`config.mk`:
```
export PLATFORM = sky130hd
export DESIGN_NAME = sorted_unique_key_table_top
export DESIGN_NICKNAME = d
export VERILOG_FILES = /design/src/rtl/core/sukt_pkg.sv /design/src/rtl/core/sorted_unique_key_table_top.sv /design/src/rtl/core/sukt_ram.sv /design/src/rtl/core/sukt_dp.sv /design/src/rtl/core/sukt_ctrl.sv
export VERILOG_INCLUDE_DIRS = /design/src /design/src/rtl/core
export SDC_FILE = /design/constraint.sdc
export NUM_CORES = 2
export LEC_CHECK = 0
export BUFFER_PORTS_ARGS = -buffer_cell sky130_fd_sc_hd__buf_2
export CORE_UTILIZATION = 55
export DETAILED_ROUTE_END_ITERATION = 8
export PLACE_DENSITY_LB_ADDON = 0.25
export SKIP_LAST_GASP = 1
export SLEW_MARGIN = 15
export SYNTH_ARGS = -nofsm -noshare
export SYNTH_HDL_FRONTEND = slang
export SYNTH_SLANG_ARGS = --single-unit
```
`constraint.sdc`:
```
create_clock -name aclk -period 4.94 [get_ports aclk]
set_input_delay 0.741 -clock aclk [delete_from_list [all_inputs] [get_ports aclk]]
set_output_delay 0.741 -clock aclk [all_outputs]
set_load 0.02 [all_outputs]
```
`src/rtl/core/assert_macros.svh`:
```
// Assertion macros shared by the RTL modules.
// Define ASSERT_OFF to compile every check away.
`ifndef ASSERT_MACROS_SVH
`define ASSERT_MACROS_SVH

`ifndef ASSERT_OFF

// Clocked check that is switched off while reset is asserted.
`define SUKT_ASSERT(name, clk, rstn, prop, msg) \
    name: assert property (@(posedge clk) disable iff (!rstn) prop) else $error(msg);

// Clocked check that also holds during reset.
`define SUKT_ASSERT_ALWAYS(name, clk, prop, msg) \
    name: assert property (@(posedge clk) prop) else $error(msg);

`else

`define SUKT_ASSERT(name, clk, rstn, prop, msg)
`define SUKT_ASSERT_ALWAYS(name, clk, prop, msg)

`endif

`endif

```
`src/rtl/core/sukt_pkg.sv`:
```
package sukt_pkg;

    // Fixed field widths of the transaction channels.
    localparam int KEY_W   = 32;
    localparam int POS_W   = 6;
    localparam int COUNT_W = 7;

    // Operation codes carried on the input channel.
    typedef enum logic [1:0] {
        MODE_INSERT = 2'd0,
        MODE_DELETE = 2'd1,
        MODE_SEARCH = 2'd2,
        MODE_CLEAR  = 2'd3
    } mode_t;

    // Result status codes.
    typedef enum logic [1:0] {
        STATUS_OK   = 2'd0,
        STATUS_FULL = 2'd1,
        STATUS_MISS = 2'd2
    } status_t;

    // Commands from the controller to the datapath.
    typedef struct packed {
        logic capture;
        logic rd_mid;
        logic cmp;
        logic shift_ins_start;
        logic shift_del_start;
        logic shift_rd;
        logic shift_wr;
        logic put_key;
        logic cnt_inc;
        logic cnt_dec;
        logic cnt_clr;
        logic set_full;
        logic set_miss;
        logic load_out;
    } dp_cmd_t;

    // Status from the datapath to the controller.
    typedef struct packed {
        mode_t mode;
        logic  search_done;
        logic  found;
        logic  full;
        logic  shift_done;
        logic  out_free;
    } dp_stat_t;

endpackage

```
`src/rtl/core/sorted_unique_key_table_top.sv`:
```
// Channel  Direction  Handshake          Payload
// s_       input      s_valid / s_ready  s_mode, s_key
// m_       output     m_valid / m_ready  m_status, m_position, m_count
//
// One transaction is worked at a time; s_ready is high only while the block is idle.
// Clear and insert into a full table finish without touching the key memory; search, delete and
// insert run a binary search on the key memory's one read port, then a delete that removes a key
// or an insert that adds one moves entries with one read and one write each, and the insert writes the key.
// Reset is synchronous and active low; it empties the table, with no clearing pass.
// The last cycle stalls only while the previous result still waits in the output register.
module sorted_unique_key_table_top #(
    parameter int DEPTH = 64
) (
    input  logic                               aclk,
    input  logic                               aresetn,
    input  logic                               s_valid,
    output logic                               s_ready,
    input  sukt_pkg::mode_t                    s_mode,
    input  logic signed [sukt_pkg::KEY_W-1:0]  s_key,
    output logic                               m_valid,
    input  logic                               m_ready,
    output sukt_pkg::status_t                  m_status,
    output logic [sukt_pkg::POS_W-1:0]         m_position,
    output logic [sukt_pkg::COUNT_W-1:0]       m_count
);

    import sukt_pkg::*;

    dp_cmd_t  cmd;
    dp_stat_t stat;

    // Sequencer.
    sukt_ctrl u_ctrl (
        .aclk     (aclk),
        .aresetn  (aresetn),
        .in_valid (s_valid),
        .in_ready (s_ready),
        .stat     (stat),
        .cmd      (cmd)
    );

    // Key memory, search window and result register.
    sukt_dp #(
        .DEPTH (DEPTH)
    ) u_dp (
        .aclk       (aclk),
        .aresetn    (aresetn),
        .in_mode    (s_mode),
        .in_key     (s_key),
        .cmd        (cmd),
        .stat       (stat),
        .m_ready    (m_ready),
        .m_valid    (m_valid),
        .m_status   (m_status),
        .m_position (m_position),
        .m_count    (m_count)
    );

endmodule

```
`src/rtl/core/sukt_ram.sv`:
```
module sukt_ram #(
    parameter int WIDTH = 32,
    parameter int DEPTH = 64,
    localparam int AddrW = (DEPTH > 1) ? $clog2(DEPTH) : 1
) (
    input  logic             aclk,
    input  logic             wr_en,
    input  logic [AddrW-1:0] wr_addr,
    input  logic [WIDTH-1:0] wr_data,
    input  logic             rd_en,
    input  logic [AddrW-1:0] rd_addr,
    output logic [WIDTH-1:0] rd_data
);

    logic [WIDTH-1:0] mem_reg [DEPTH];
    logic [WIDTH-1:0] rd_data_reg;

    // One write port and one registered read port.
    always_ff @(posedge aclk) begin
        if (wr_en) begin
            mem_reg[wr_addr] <= wr_data;
        end
        if (rd_en) begin
            rd_data_reg <= mem_reg[rd_addr];
        end
    end

    assign rd_data = rd_data_reg;

endmodule

```
`src/rtl/core/sukt_dp.sv`:
```
`include "assert_macros.svh"

module sukt_dp #(
    parameter int DEPTH = 64
) (
    input  logic                                aclk,
    input  logic                                aresetn,
    input  sukt_pkg::mode_t                     in_mode,
    input  logic signed [sukt_pkg::KEY_W-1:0]   in_key,
    input  sukt_pkg::dp_cmd_t                   cmd,
    output sukt_pkg::dp_stat_t                  stat,
    input  logic                                m_ready,
    output logic                                m_valid,
    output sukt_pkg::status_t                   m_status,
    output logic [sukt_pkg::POS_W-1:0]          m_position,
    output logic [sukt_pkg::COUNT_W-1:0]        m_count
);

    import sukt_pkg::*;

    localparam int AW = (DEPTH > 1) ? $clog2(DEPTH) : 1;
    localparam int CW = $clog2(DEPTH + 1);

    // Operation registers.
    mode_t              mode_reg;
    logic signed [KEY_W-1:0] key_reg;
    status_t            status_reg;
    logic [CW-1:0]      count_reg, count_next;
    logic [CW-1:0]      lo_reg, lo_next;
    logic [CW-1:0]      hi_reg, hi_next;
    logic               eq_reg, eq_next;
    logic [CW-1:0]      idx_reg, idx_next;

    // Output register.
    logic               m_valid_reg;
    status_t            m_status_reg;
    logic [POS_W-1:0]   m_position_reg;
    logic [COUNT_W-1:0] m_count_reg;

    // Memory port signals.
    logic               ram_wr_en;
    logic [AW-1:0]      ram_wr_addr;
    logic [KEY_W-1:0]   ram_wr_data;
    logic               ram_rd_en;
    logic [AW-1:0]      ram_rd_addr;
    logic [KEY_W-1:0]   ram_rd_data;

    logic [CW:0]        mid_sum;
    logic [CW-1:0]      mid;
    logic [CW-1:0]      idx_dn;
    logic [CW-1:0]      idx_up;
    logic               rd_less;
    logic [31:0]        lo_ext;
    logic [31:0]        count_ext;

    // Midpoint of the open search window and the shift neighbors.
    assign mid_sum = {1'b0, lo_reg} + {1'b0, hi_reg};
    assign mid     = mid_sum[CW:1];
    assign idx_dn  = idx_reg - CW'(1);
    assign idx_up  = idx_reg + CW'(1);
    assign rd_less = $signed(ram_rd_data) < key_reg;

    // Memory port selection.
    always_comb begin
        ram_rd_en   = cmd.rd_mid | cmd.shift_rd;
        ram_rd_addr = mid[AW-1:0];
        if (cmd.shift_rd) begin
            ram_rd_addr = (mode_reg == MODE_INSERT) ? idx_dn[AW-1:0] : idx_up[AW-1:0];
        end
        ram_wr_en   = cmd.shift_wr | cmd.put_key;
        ram_wr_addr = idx_reg[AW-1:0];
        ram_wr_data = ram_rd_data;
        if (cmd.put_key) begin
            ram_wr_addr = lo_reg[AW-1:0];
            ram_wr_data = key_reg;
        end
    end

    sukt_ram #(
        .WIDTH (KEY_W),
        .DEPTH (DEPTH)
    ) u_key_ram (
        .aclk    (aclk),
        .wr_en   (ram_wr_en),
        .wr_addr (ram_wr_addr),
        .wr_data (ram_wr_data),
        .rd_en   (ram_rd_en),
        .rd_addr (ram_rd_addr),
        .rd_data (ram_rd_data)
    );

    // Search window, match flag, shift index and key count.
    always_comb begin
        lo_next    = lo_reg;
        hi_next    = hi_reg;
        eq_next    = eq_reg;
        idx_next   = idx_reg;
        count_next = count_reg;
        if (cmd.capture) begin
            lo_next = '0;
            hi_next = count_reg;
            eq_next = 1'b0;
        end
        if (cmd.cmp) begin
            if (rd_less) begin
                lo_next = mid + CW'(1);
            end else begin
                hi_next = mid;
                eq_next = (ram_rd_data == key_reg);
            end
        end
        if (cmd.shift_ins_start) begin
            idx_next = count_reg;
        end
        if (cmd.shift_del_start) begin
            idx_next = lo_reg;
        end
        if (cmd.shift_wr) begin
            idx_next = (mode_reg == MODE_INSERT) ? idx_dn : idx_up;
        end
        if (cmd.cnt_inc) begin
            count_next = count_reg + CW'(1);
        end
        if (cmd.cnt_dec) begin
            count_next = count_reg - CW'(1);
        end
        if (cmd.cnt_clr) begin
            count_next = '0;
        end
    end

    // Control registers.
    always_ff @(posedge aclk) begin
        if (!aresetn) begin
            count_reg   <= '0;
            m_valid_reg <= 1'b0;
        end else begin
            count_reg <= count_next;
            if (cmd.load_out) begin
                m_valid_reg <= 1'b1;
            end else if (m_ready) begin
                m_valid_reg <= 1'b0;
            end
        end
    end

    assign lo_ext    = 32'(lo_reg);
    assign count_ext = 32'(count_reg);

    // Payload registers.
    always_ff @(posedge aclk) begin
        lo_reg  <= lo_next;
        hi_reg  <= hi_next;
        eq_reg  <= eq_next;
        idx_reg <= idx_next;
        if (cmd.capture) begin
            mode_reg   <= in_mode;
            key_reg    <= in_key;
            status_reg <= STATUS_OK;
        end else if (cmd.set_full) begin
            status_reg <= STATUS_FULL;
        end else if (cmd.set_miss) begin
            status_reg <= STATUS_MISS;
        end
        if (cmd.load_out) begin
            m_status_reg   <= status_reg;
            m_position_reg <= (mode_reg == MODE_SEARCH && status_reg == STATUS_OK) ?
                              lo_ext[POS_W-1:0] : '0;
            m_count_reg    <= count_ext[COUNT_W-1:0];
        end
    end

    // Status toward the controller.
    always_comb begin
        stat.mode        = mode_reg;
        stat.search_done = (lo_reg == hi_reg);
        stat.found       = eq_reg;
        stat.full        = (count_reg == CW'(DEPTH));
        stat.out_free    = !m_valid_reg || m_ready;
        if (mode_reg == MODE_INSERT) begin
            stat.shift_done = (idx_reg == lo_reg);
        end else begin
            stat.shift_done = ({1'b0, idx_reg} + (CW+1)'(1)) >= {1'b0, count_reg};
        end
    end

    assign m_valid    = m_valid_reg;
    assign m_status   = m_status_reg;
    assign m_position = m_position_reg;
    assign m_count    = m_count_reg;

    `SUKT_ASSERT(a_count_bound, aclk, aresetn, count_reg <= CW'(DEPTH), "key count above depth")
    `SUKT_ASSERT(a_put_not_full, aclk, aresetn, cmd.put_key |-> !stat.full, "insert into full table")
    `SUKT_ASSERT(a_dec_nonzero, aclk, aresetn, cmd.cnt_dec |-> count_reg != '0, "delete from empty table")
    `SUKT_ASSERT(a_clr_empties, aclk, aresetn, cmd.cnt_clr |=> count_reg == '0, "clear left keys counted")
    `SUKT_ASSERT(a_load_shows, aclk, aresetn, cmd.load_out |=> m_valid_reg, "loaded result not shown")

endmodule

```
`src/rtl/core/sukt_ctrl.sv`:
```
`include "assert_macros.svh"

module sukt_ctrl (
    input  logic               aclk,
    input  logic               aresetn,
    input  logic               in_valid,
    output logic               in_ready,
    input  sukt_pkg::dp_stat_t stat,
    output sukt_pkg::dp_cmd_t  cmd
);

    import sukt_pkg::*;

    typedef enum logic [8:0] {
        ST_IDLE     = 9'b000000001,
        ST_DECIDE   = 9'b000000010,
        ST_SRCH_RD  = 9'b000000100,
        ST_SRCH_CMP = 9'b000001000,
        ST_CHECK    = 9'b000010000,
        ST_SHIFT_RD = 9'b000100000,
        ST_SHIFT_WR = 9'b001000000,
        ST_PUT      = 9'b010000000,
        ST_DONE     = 9'b100000000
    } state_t;

    state_t state_reg, state_next;

    // Next state and datapath commands.
    always_comb begin
        state_next = state_reg;
        cmd        = '0;
        in_ready   = 1'b0;
        case (state_reg)
            ST_IDLE: begin
                in_ready = 1'b1;
                if (in_valid) begin
                    cmd.capture = 1'b1;
                    state_next  = ST_DECIDE;
                end
            end
            ST_DECIDE: begin
                if (stat.mode == MODE_CLEAR) begin
                    cmd.cnt_clr = 1'b1;
                    state_next  = ST_DONE;
                end else if (stat.mode == MODE_INSERT && stat.full) begin
                    cmd.set_full = 1'b1;
                    state_next   = ST_DONE;
                end else begin
                    state_next = ST_SRCH_RD;
                end
            end
            ST_SRCH_RD: begin
                if (stat.search_done) begin
                    state_next = ST_CHECK;
                end else begin
                    cmd.rd_mid = 1'b1;
                    state_next = ST_SRCH_CMP;
                end
            end
            ST_SRCH_CMP: begin
                cmd.cmp    = 1'b1;
                state_next = ST_SRCH_RD;
            end
            ST_CHECK: begin
                if (stat.mode == MODE_INSERT) begin
                    if (stat.found) begin
                        state_next = ST_DONE;
                    end else begin
                        cmd.shift_ins_start = 1'b1;
                        state_next          = ST_SHIFT_RD;
                    end
                end else if (!stat.found) begin
                    cmd.set_miss = 1'b1;
                    state_next   = ST_DONE;
                end else if (stat.mode == MODE_DELETE) begin
                    cmd.shift_del_start = 1'b1;
                    state_next          = ST_SHIFT_RD;
                end else begin
                    state_next = ST_DONE;
                end
            end
            ST_SHIFT_RD: begin
                if (stat.shift_done) begin
                    if (stat.mode == MODE_INSERT) begin
                        state_next = ST_PUT;
                    end else begin
                        cmd.cnt_dec = 1'b1;
                        state_next  = ST_DONE;
                    end
                end else begin
                    cmd.shift_rd = 1'b1;
                    state_next   = ST_SHIFT_WR;
                end
            end
            ST_SHIFT_WR: begin
                cmd.shift_wr = 1'b1;
                state_next   = ST_SHIFT_RD;
            end
            ST_PUT: begin
                cmd.put_key = 1'b1;
                cmd.cnt_inc = 1'b1;
                state_next  = ST_DONE;
            end
            ST_DONE: begin
                if (stat.out_free) begin
                    cmd.load_out = 1'b1;
                    state_next   = ST_IDLE;
                end
            end
            default: begin
                state_next = ST_IDLE;
            end
        endcase
    end

    // State register.
    always_ff @(posedge aclk) begin
        if (!aresetn) begin
            state_reg <= ST_IDLE;
        end else begin
            state_reg <= state_next;
        end
    end

    `SUKT_ASSERT(a_cmp_after_rd, aclk, aresetn, state_reg == ST_SRCH_CMP |-> $past(cmd.rd_mid), "compare without a read")
    `SUKT_ASSERT(a_wr_after_rd, aclk, aresetn, cmd.shift_wr |-> $past(cmd.shift_rd), "shift write without a read")
    `SUKT_ASSERT(a_load_free, aclk, aresetn, cmd.load_out |-> stat.out_free, "result loaded over a waiting one")
    `SUKT_ASSERT(a_put_insert, aclk, aresetn, cmd.put_key |-> stat.mode == MODE_INSERT, "key written outside insert")

endmodule

```
After elaboration in Yosys (flattened, before gate mapping)
Memory sizes are Yosys's and may differ from the RTL's. A register that Yosys moved wholly into a read port is not among the register bits.
Index checks and enable logic that the tools add are counted.
{"block": "op_classes", "n_addsub": 7, "multipliers": 0, "n_div": 0, "n_lt_le_gt_ge": 2, "n_eq_ne": 18, "shifts": 0, "muxes": 65, "n_bitwise": 3, "reduce_logical": 13}
{"operator": "two-way mux 9 bit", "count": 10}
{"operator": "two-way mux 7 bit", "count": 12}
{"operator": "case mux 9 bit (9 select lines)", "count": 1}
{"operator": "two-way mux 1 bit", "count": 34}
{"operator": "equality test 32 bit", "count": 1}
{"operator": "less-than comparator 32 bit", "count": 1}
{"operator": "two-way mux 32 bit", "count": 1}
{"operator": "adder 7 x 1 -> 7 bit (second input constant)", "count": 3}
{"operator": "two-way mux 6 bit", "count": 3}
{"operator": "equality test 7 bit", "count": 2}
{"operator": "subtractor 7 x 1 -> 7 bit (second input constant)", "count": 2}
{"operator": "equality test 9 x 1 -> 1 bit (second input constant)", "count": 1}
{"operator": "equality test 9 x 2 -> 1 bit (second input constant)", "count": 1}
{"operator": "equality test 9 x 3 -> 1 bit (second input constant)", "count": 1}
{"operator": "equality test 9 x 4 -> 1 bit (second input constant)", "count": 1}
{"operator": "equality test 9 x 5 -> 1 bit (second input constant)", "count": 1}
{"operator": "equality test 9 x 6 -> 1 bit (second input constant)", "count": 1}
{"operator": "equality test 9 x 7 -> 1 bit (second input constant)", "count": 1}
{"operator": "equality test 9 x 8 -> 1 bit (second input constant)", "count": 1}
{"operator": "equality test 9 bit (second input constant)", "count": 1}
{"operator": "adder 7 x 1 -> 8 bit (second input constant)", "count": 1}
{"operator": "adder 7 x 7 -> 8 bit", "count": 1}
{"operator": "greater-or-equal comparator 8 x 7 -> 1 bit", "count": 1}
{"operator": "equality test 7 bit (second input constant)", "count": 1}
{"operator": "15 further kinds", "count": 25}
{"block": "word_totals", "register_bits": 90, "latch_bits": 0, "ram_bits": 2048, "romBits": 0, "in_bits": 38, "n_memories": 1}
{"memory": "u_dp.u_key_ram.mem_reg", "words": 64, "word_bits": 32, "rd": 1, "rd_ports_with_merged_regs": 1, "write_ports": 1, "line_no": "sukt_ram.sv:15", "source": "logic [WIDTH-1:0] mem_reg [DEPTH];"}

Longest topological paths before layout
{"block": "depth", "word_depth": 8, "depth_mapped": 20}

Cells and area by module
Synthesis repeated with hierarchy kept, for this count alone.
{"block": "hier_totals", "cells_unflattened": 3958, "hier_area_um2": 85066.6}
{"mod": "sukt_ram", "n_inst": 1, "cells_each": 3324, "area_each_um2": 78835.6, "seq_area_each_um2": 62459.9}
{"mod": "sukt_dp", "n_inst": 1, "cells_each": 550, "area_each_um2": 5584.1, "seq_area_each_um2": 2182.1}
{"mod": "sukt_ctrl", "n_inst": 1, "cells_each": 84, "area_each_um2": 646.9, "seq_area_each_um2": 180.2}

Least setup slack after synthesis
OpenSTA, ideal clock, no wires.
{"block": "synth_path", "kind": "register to register", "startpoint": "register u_dp.idx_reg[0]", "endpoint": "register u_dp.u_key_ram.rd_data_reg[0], in the netlist u_dp.u_key_ram.rd_data[0], read port of u_dp.u_key_ram.mem_reg (enable)", "setup_ns": 0.472, "arrival_time_ns": 4.512, "required_time_ns": 4.468, "slack_ns": -0.044, "path_stages_with_launch": 9, "n_path_buf": 2, "period_less_slack_ns": 4.984, "path_cell_list": "edfxtp_1 -> buf_2 -> inv_1 -> ha_1 -> ha_1 -> a2111o_1 -> and3_1 -> buf_4 -> o32ai_1"}
{"block": "synth_via", "elab_chain_len": 6}
{"element": "start, declared", "line_no": "sukt_dp.sv:32", "source": "logic [CW-1:0] idx_reg, idx_next;"}
{"element": "start signal, assigned", "line_no": "sukt_dp.sv:155", "source": "idx_reg <= idx_next;"}
{"element": "adder 7 x 1 -> 8 bit", "line_no": "sukt_dp.sv:183", "source": "stat.shift_done = ({1'b0, idx_reg} + (CW+1)'(1)) >= {1'b0, count_reg};"}
{"element": "greater-or-equal comparator 8 x 7 -> 1 bit", "line_no": "sukt_dp.sv:183"}
{"element": "two-way mux 1 bit *", "line_no": "sukt_dp.sv:180", "source": "if (mode_reg == MODE_INSERT) begin"}
{"element": "two-way mux 1 bit *", "line_no": "sukt_ctrl.sv:83", "source": "if (stat.shift_done) begin"}
{"element": "two-way mux 1 bit *", "line_no": "sukt_ctrl.sv:33", "source": "case (state_reg)"}
{"element": "OR 1 bit *", "line_no": "sukt_dp.sv:65", "source": "ram_rd_en = cmd.rd_mid | cmd.shift_rd;"}
{"element": "net u_dp.ram_rd_en", "line_no": "sukt_dp.sv:44", "source": "logic ram_rd_en;"}
{"element": "end, declared", "line_no": "sukt_ram.sv:16", "source": "logic [WIDTH-1:0] rd_data_reg;"}
Mark *: on every way through the listed nets, which the timed path passes. The rest lies on a longest branch.
A chain may end at the register's enable or synchronous reset.

Final worst setup path
{"block": "layout_path", "startpoint": "register u_dp.idx_reg[0]", "endpoint": "register u_dp.u_key_ram.rd_data_reg[30], in the netlist u_dp.u_key_ram.rd_data[30], read port of u_dp.u_key_ram.mem_reg, data pin"}
{"block": "layout_via", "elab_chain_len": 6}
{"element": "adder 7 x 1 -> 8 bit", "line_no": "sukt_dp.sv:183"}
{"element": "greater-or-equal comparator 8 x 7 -> 1 bit", "line_no": "sukt_dp.sv:183"}
{"element": "two-way mux 1 bit", "line_no": "sukt_dp.sv:180"}
{"element": "two-way mux 1 bit", "line_no": "sukt_ctrl.sv:83"}
{"element": "two-way mux 1 bit", "line_no": "sukt_ctrl.sv:33"}
{"element": "two-way mux 6 bit / OR 1 bit (equally long branches)", "line_no": "sukt_dp.sv:67, sukt_dp.sv:65"}
Parallel ways exist; a longest one is shown, timed or not.

==> results.json <==
{
  "status": "complete, no violations",
  "nNetsFinal": 6567,
  "antenna_left": 0,
  "multiInputGateArea_um2": 22050,
  "rsz0062_at_grt": "true",
  "p_per_area_nw_per_um2": 351.5,
  "synthTopCellsByCount": "2,136 x edfxtp_1, 1,305 x nand2_1, 416 x nand3_1, 206 x a211oi_1, 188 x mux2i_1",
  "holdBufCountCts": 0,
  "initial_core_util_pct": 55.47,
  "crit_fanout": 22,
  "hpwlAfterDp_um": 165200,
  "cap_violations": 0,
  "vias_per_cell": 6.696,
  "seqCellArea_um2": 64820,
  "hold_depth": 1,
  "power_mw": 35.43,
  "cts_tree": "built",
  "grt_pass1_wl_um": 391600,
  "syn-num-nets": 6254,
  "nFillCells": 11270,
  "largest_register_ffs": 2048,
  "fin_cells": 8729,
  "reg2reg_depth": 16,
  "cp-end-kind": "register",
  "worst_slew_pin_slew_ns": 1.098,
  "min_period_over_period_pct": 99.17,
  "finalWirelength_um": 278000,
  "synth_warnings": 0,
  "grt_usage_pct": 33.88,
  "cp.required_ns": 5.68,
  "p_leak_nw": 34.57,
  "die_w_um": 401.9,
  "netlist_area_um2": 87950,
  "htreeDepth": 4,
  "grt_max_degree": 78,
  "core_um2": 158600,
  "crit_type": "register to register",
  "synth_area_leader_cell": "edfxtp_1",
  "report.final.setup_viol": 0,
  "port_buffers": 54,
  "drc": 0,
  "ys_ff_latch": 2170,
  "hold_viol_final": 0,
  "clkTransAtPathRegs_ns": 0.07,
  "drt_iter0_markers": 9563,
  "synth.top_cell.area_share_pct": 72.93,
  "dr.pass1.iters": 8,
  "placedCellCount": 8322,
  "syn-mean-instance-area_um2": 14.28,
  "synth-seq-area-share_pct": 73.71,
  "maxSlewHeadroom_pct": 26.52,
  "finClkSkew_ns": 0.04834,
  "numCtsBuffers": 212,
  "die-area_um2": 161500,
  "drive_gt1_share_pct": 15.12,
  "areaGrowthSynthToFinish_pct": 14.60,
  "finalSetupTns_ns": 0,
  "synth_cells": 6160,
  "cp.arrival_ns": 5.64,
  "ios": 55,
  "cp-start-kind": "register",
  "finalWeightedCongestion": 0.9728,
  "grt.overflow.total": 0,
  "worstHoldPathType": "primary input to register",
  "clkLatencyLatePin_ns": 0.87,
  "clkSinkCount": 2170,
  "grt_antenna_before_repair": 6,
  "floorplan.rows": 146,
  "root_buffer": "clkbuf_16",
  "period_needed_ns": 4.899,
  "max_clock_freq_ghz": 0.2041,
  "cts_buffer_depth": 3,
  "final_max_slew_viol_count": 0,
  "grt_pass1_vias": 55350,
  "synth-async-reset-ratio_pct": 0,
  "vdd_drop_max_v": 0.0002844,
  "synth_flop_cell": "edfxtp_1",
  "vias": 58450,
  "fin_hold_ws_ns": 0.06169,
  "synth_enable_flop_cells": 2136,
  "wl_per_cell_um": 31.84,
  "die-height_um": 401.9,
  "synth_area_leaders": "edfxtp_1 73%, nand2_1 5.6%, nand3_1 2.4%",
  "yosysMostFrequentCell": "edfxtp_1",
  "synthDistinctLibCells": 91
}
-- logic make-up after synthesis --
group	after synthesis	share of synthesized area (%)
and+or+nand+nor	2200	11.01
xor gates and xnor gates	37	0.3685
AOI/OAI and AO/OA	988	8.103
DFF	2170	73.71
muxes	256	3.624
adders and majority gates	56	0.8138
buffers and inverters	453	2.379
-- power by group --
part           internal (mW)  switching, mW  total [mW]
Combinational         0.0464          0.120       0.167
Sequential              19.9         0.0112        19.9
Clock                   8.42           6.89        15.3
Total                   28.4           7.02        35.4
-- metrics by stage --
step	instance area (µm²)	utilization [%]	setup slack, ns
6_report	100800	63.56	0.04121
3_3_place_gp	94080	59.33	-0.04935
3_5_place_dp	94120	59.36	-0.03188
5_1_grt	100800	63.56	-0.05056
2_1_floorplan	87960	-	0.09295
4_1_cts	100700	63.48	0.00008304
-- metal layers --
metal  part of all wire [%]  vias to the layer above  GRT usage (%)  routed length, µm
li1                       -                    24310              -                  -
met2                     44                     4396          49.96             122200
met1                     37                    29020          46.68             101900
met4                    5.8                        4          17.84              16260
met3                     14                      722          8.572              37590
met5                 0.0086                        -              0                 24
-- critical path: stages, from the launching register on --
cell	delay [ns]
edfxtp_1	0.40
buf_4	0.17
inv_1	0.06
ha_1	0.35
ha_1	0.29
a2111o_1	0.40
and3_1	0.22
o31a_4	0.37
nor2_8	0.28
buf_12	0.18
buf_12	0.18
buf_4	0.36
nand2_1	0.09
a311oi_1	0.42
nor4_1	0.11
a31oi_1	0.63
o211a_1	0.27
-- cells in the final DEF, fill, tap and decap left out, types with 112 or more instances in the layout --
cell type / Yosys / layout
edfxtp_1: 2136 / 2136
nand2_1: 1305 / 1301
nand3_1: 416 / 414
buf_4: 22 / 370
clkbuf_16: 0 / 213
a211oi_1: 206 / 206
mux2i_1: 188 / 187
and3_1: 185 / 184
a31oi_1: 167 / 164
a311oi_1: 135 / 135
a21oi_1: 114 / 112
-- final timing paths --
check | start | end | slack (ns)
setup reg to reg | u_dp.idx_reg[0] | u_dp.u_key_ram.rd_data[30] | 0.04
setup / recovery | u_dp.idx_reg[0] | u_dp.u_key_ram.rd_data[30] | 0.04
hold / removal | s_key[27] | u_dp.key_reg[27] | 0.06
hold reg to reg | u_dp.status_reg[0] | u_dp.m_status[0] | 0.47
-- timing repair --
action                                  4_1_cts  5_1_grt
pin swaps                                     1        2
hold endpoints to repair                      0        0
endpoints found under the setup margin        4       32
setup buffers                                 0        9
gates resized for setup                       2       14
-- area by class of cell --
class                   instances  share of cell area [%]
well taps                    2072                   2.572
diodes                          2                0.004966
inverters                      50                  0.1862
multi-input cells            3537                   21.87
clock buffers                 276                   5.563
flip-flops and latches       2170                   64.31
repair buffers                502                   4.581
clock inverters               120                  0.9050
Power figures use the tool's default switching activity.
